===== src/rtl/core/tsg_pkg.sv =====
// Package with the shared types and codes of the swipe gesture detector.
`timescale 1ns / 1ps
`default_nettype none

package tsg_pkg;

    // Field widths on the channels.
    localparam int ValW  = 16;
    localparam int ThrW  = 16;
    localparam int ReqW  = 2;
    localparam int GestW = 3;
    localparam int CfgIdxW = 1;

    typedef logic [ReqW-1:0]    t_req_type;
    typedef logic [GestW-1:0]   t_gesture;
    typedef logic [ThrW-1:0]    t_thr;
    typedef logic [CfgIdxW-1:0] t_cfg_idx;

    // Request types.
    localparam t_req_type REQ_X     = 2'd0;
    localparam t_req_type REQ_Y     = 2'd1;
    localparam t_req_type REQ_LEVEL = 2'd2;

    // Gesture codes.
    localparam t_gesture G_UP    = 3'd0;
    localparam t_gesture G_DOWN  = 3'd1;
    localparam t_gesture G_LEFT  = 3'd2;
    localparam t_gesture G_RIGHT = 3'd3;
    localparam t_gesture G_TAP   = 3'd4;
    localparam t_gesture G_NONE  = 3'd5;

    // Configuration register indexes and reset values.
    localparam t_cfg_idx CFG_SWIPE = 1'b0;
    localparam t_cfg_idx CFG_TAP   = 1'b1;
    localparam t_thr SWIPE_THR_RST = 16'd50;
    localparam t_thr TAP_THR_RST   = 16'd20;

endpackage

`default_nettype wire


===== src/rtl/core/tsg_classify.sv =====
// Gesture classifier: magnitudes, threshold compares and direction selection.
`timescale 1ns / 1ps
`default_nettype none

module tsg_classify import tsg_pkg::*; #(
    parameter int COORD_BITS = 16
) (
    input  wire logic signed [COORD_BITS:0] i_d_rx,
    input  wire logic signed [COORD_BITS:0] i_d_ry,
    input  wire t_thr                       i_swipe_thr,
    input  wire t_thr                       i_tap_thr,
    output t_gesture                        o_gesture
);

    // Compare width covers both the magnitudes and the thresholds.
    localparam int CmpW = (COORD_BITS + 1 > ThrW) ? COORD_BITS + 1 : ThrW;

    logic [COORD_BITS:0] ax_raw;
    logic [COORD_BITS:0] ay_raw;
    logic [CmpW-1:0]     ax;
    logic [CmpW-1:0]     ay;
    logic [CmpW-1:0]     swipe_thr;
    logic [CmpW-1:0]     tap_thr;

    // Logical dx is minus the raw Y displacement, logical dy minus the raw X
    // displacement; the magnitudes are unaffected by the sign flip.
    assign ax_raw    = i_d_ry[COORD_BITS] ? (COORD_BITS+1)'(-i_d_ry) : i_d_ry;
    assign ay_raw    = i_d_rx[COORD_BITS] ? (COORD_BITS+1)'(-i_d_rx) : i_d_rx;
    assign ax        = CmpW'(ax_raw);
    assign ay        = CmpW'(ay_raw);
    assign swipe_thr = CmpW'(i_swipe_thr);
    assign tap_thr   = CmpW'(i_tap_thr);

    // Swipe on the larger axis (ties go vertical), then tap, else none.
    always_comb begin
        if (ax > swipe_thr || ay > swipe_thr) begin
            if (ax > ay) begin
                o_gesture = i_d_ry[COORD_BITS] ? G_RIGHT : G_LEFT;
            end else begin
                o_gesture = i_d_rx[COORD_BITS] ? G_DOWN : G_UP;
            end
        end else if (ax < tap_thr && ay < tap_thr) begin
            o_gesture = G_TAP;
        end else begin
            o_gesture = G_NONE;
        end
    end

endmodule

`default_nettype wire


===== config.mk =====
export PLATFORM = sky130hd
export DESIGN_NAME = tsg_classify
export DESIGN_NICKNAME = d
export VERILOG_FILES = /design/src/rtl/core/tsg_pkg.sv /design/src/rtl/core/tsg_classify.sv
export SDC_FILE = /design/constraint.sdc
export NUM_CORES = 1
export LEC_CHECK = 0
export CAP_MARGIN = 20
export CORE_MARGIN = 2
export CORE_UTILIZATION = 55
export DETAILED_ROUTE_END_ITERATION = 6
export DONT_BUFFER_PORTS = 1
export MAX_ROUTING_LAYER = met4
export PLACE_DENSITY = 0.77
export SLEW_MARGIN = 20
export SYNTH_ARGS = -nofsm -noshare
export SYNTH_HDL_FRONTEND = slang
export SYNTH_SLANG_ARGS = --single-unit

===== constraint.sdc =====
create_clock -name vclk -period 3.95
set_clock_uncertainty 0.05 [all_clocks]
set_input_delay 0.79 -clock vclk [all_inputs]
set_output_delay 0.79 -clock vclk [all_outputs]
set_load 0.02 [all_outputs]

==> results_dict.tcl <==
set metrics [dict create \
    synth_area_um2 2560 \
    vias_per_cell 5.79 \
    min_path_cells 3 \
    dieArea_um2 5220 \
    min_period_over_period_pct 116 \
    endpoint_kind "primary output" \
    core_area_um2 4410 \
    start_util_pct 58.0 \
    grt_pass1_vias 2414 \
    synth_seq_area_share_pct 0 \
    final.setup.worst_slack_ns -0.623 \
    place_hpwl_mm 5.89 \
    max_cap_violations 0 \
    diodes 0 \
    ys.warnings.count 0 \
    synth_top_family_by_area "adder cells" \
    syn_inst 343 \
    crit_type "in -> out" \
    drt-total-wl_mm 6.68 \
    num_vias 2572 \
    finalPower_w 0.000486 \
    nNetsFinal 541 \
    drtAntennaViolNets 0 \
    yosysTopAreaCell "ha_1" \
    multi_input_area_um2 2460 \
    synth_compound_area_share_pct 23.1 \
    synthSimpleGateAreaFrac_pct 18.8 \
    first_pass_iters 4 \
    synthMuxAreaShare_pct 0.781 \
    die_w_um 72.3 \
    worst_ir_drop_vdd_mv 0.0793 \
    p_per_area_nw_per_um2 155 \
    setup_viol 3 \
    synth.top_cell.area_share_pct 39.6 \
    fmax_mhz 219 \
    syn_nets 490 \
    whs_endpoint "o_gesture[0]" \
    avgSynthCellArea_um2 7.47 \
    synth_cell_types 39 \
    max_stage_delay_ns 0.53 \
    fin_crit_ns 4.57 \
    num-clock-buffers 0 \
    cts_hold_buf 0 \
    final-seq-area_um2 0 \
    place.gp.congestion 0.879 \
    port_buffers 0 \
    worstPathMaxFanout 3 \
    drv_slew 0 \
    hold_viol 0 \
    violations "setup timing" \
    rsz0062_at_grt "yes" \
    die_y_um 72.3 \
    crit_arrival_ns 3.73 \
    ys_top_cells_by_area "ha_1 40%, xnor2_1 8.5%, inv_1 7.8%" \
    nFlopsAndLatches 0 \
    p_leak_nw 1.62 \
    min_from "i_d_ry[16]" \
    pin_count 69 \
    rows 24 \
    start_kind "primary input" \
    grt_overflow 0 \
    most-common-layout-cells "80 x ha_1, 53 x inv_1, 49 x buf_4" \
    synth_fa_ha_area_share_pct 39.6 \
    drc_errors 0 \
    synth_xor_area_share_pct 9.57 \
    cp_slowest_cell "or4_4" \
    fillers 359 \
    status "complete, but fails checks" \
    worstMarginPinSlew_ns 0.504 \
    crit_chain "or4_4 -> nor3_4 -> nor4b_4 -> nand2_2 -> o31ai_4 -> xnor2_2 -> ha_1 -> nand4_1 -> nor2_2 -> o21ai_1 -> nand3_1 -> a221oi_4 -> mux2i_2 -> buf_4" \
    area_growth_pct 22.1 \
    antenna_found_initial 0 \
    drtIter0Drc 104 \
    final_common_cell "ha_1" \
    relSlewSlack_pct 66.0 \
    drt-wirelength-per-cell_um 15.0 \
    preCtsSetupSlack_ns -0.681 \
    hp-class "in -> out" \
    track_usage_pct 26.1 \
    cp.required_ns 3.11 \
    fin_setup_tns_ns -1.80 \
    drive_above_1_share_pct 18.9 \
    grt_max_degree 19 \
    grt_pass1_wl_mm 10.8 \
]
## cell type report
cell class,count,area share (%)
Multi-Input combinational cell,287,78.7
Tap cell,52,2.08
Inverter,53,6.36
Timing Repair Buffer,52,12.8
## metal layers
layer	part of all wire (%)	vias to the layer above	GRT usage, %	wire length, um
li1	-	1358	-	-
met1	44	1167	32.0	2950
met2	53	47	49.0	3510
met3	3.2	0	1.53	211
met4	0	0	1.05	0
met5	0	-	-	0
## worst max-delay path by stage
stage,from,depth (start not counted),end,slack (ns)
after floorplan,i_d_rx[4],13,o_gesture[0],-0.53
after global placement,i_d_rx[4],13,o_gesture[0],-0.60
after detailed placement,i_d_rx[4],13,o_gesture[0],-0.68
after CTS,i_d_rx[4],14,o_gesture[0],-0.62
after global routing,i_d_rx[4],15,o_gesture[0],-0.79
final,i_d_rx[4],14,o_gesture[0],-0.62
## cell families after synthesis
logic type | count (synthesis)
muxes | 2
adders and majority gates | 81
buffers and inverters | 56
xor gates and xnor gates | 28
AOI/OAI and AO/OA | 92
and+or+nand+nor | 84
## synth_stat cells, types with 4 or more instances
| library cell | n |
|---|---|
| a211oi_1 | 6 |
| ha_1 | 81 |
| nand3_1 | 12 |
| nand2b_1 | 4 |
| nor4_1 | 5 |
| inv_1 | 53 |
| a21oi_1 | 28 |
| nand4_1 | 9 |
| o41ai_1 | 4 |
| nand2_1 | 26 |
| nor2_1 | 9 |
| o21ai_0 | 22 |
| a21o_1 | 9 |
| o31ai_1 | 8 |
| xnor2_1 | 25 |
## worst max-delay path, delay by kind of cell
kind                       cells  cell delay [ns]
AOI/OAI and AO/OA              3             0.65
xor gates and xnor gates       1             0.17
adders and majority gates      1             0.28
buffers and inverters          1             0.17
muxes                          1             0.27
and+or+nand+nor                7             1.40
## stage by stage
stage | area [um2] | instances | util, % | hold WS, ns
global route | 3130 | 444 | 70.9 | 1.93
global placement | 2980 | 439 | 67.6 | 1.93
CTS | 3020 | 440 | 68.4 | 1.93
floorplan | 2580 | 343 | - | 1.92
detailed placement | 2980 | 439 | 67.6 | 1.92
finish | 3130 | 444 | 70.9 | 1.92
## where the power goes
part / switching [W] / internal (W)
Clock: 0 / 0
Sequential: 0 / 0
Combinational: 0.000247 / 0.000239
## repair_timing
| action | CTS | global route |
|---|---|---|
| pin swaps | 7 | 8 |
| setup buffers | 1 | 4 |
| endpoints found under the setup margin | 3 | 3 |
| cloned | 0 | 0 |
| gates resized for setup | 6 | 16 |
No activity file was read; power rests on OpenSTA's default activity.
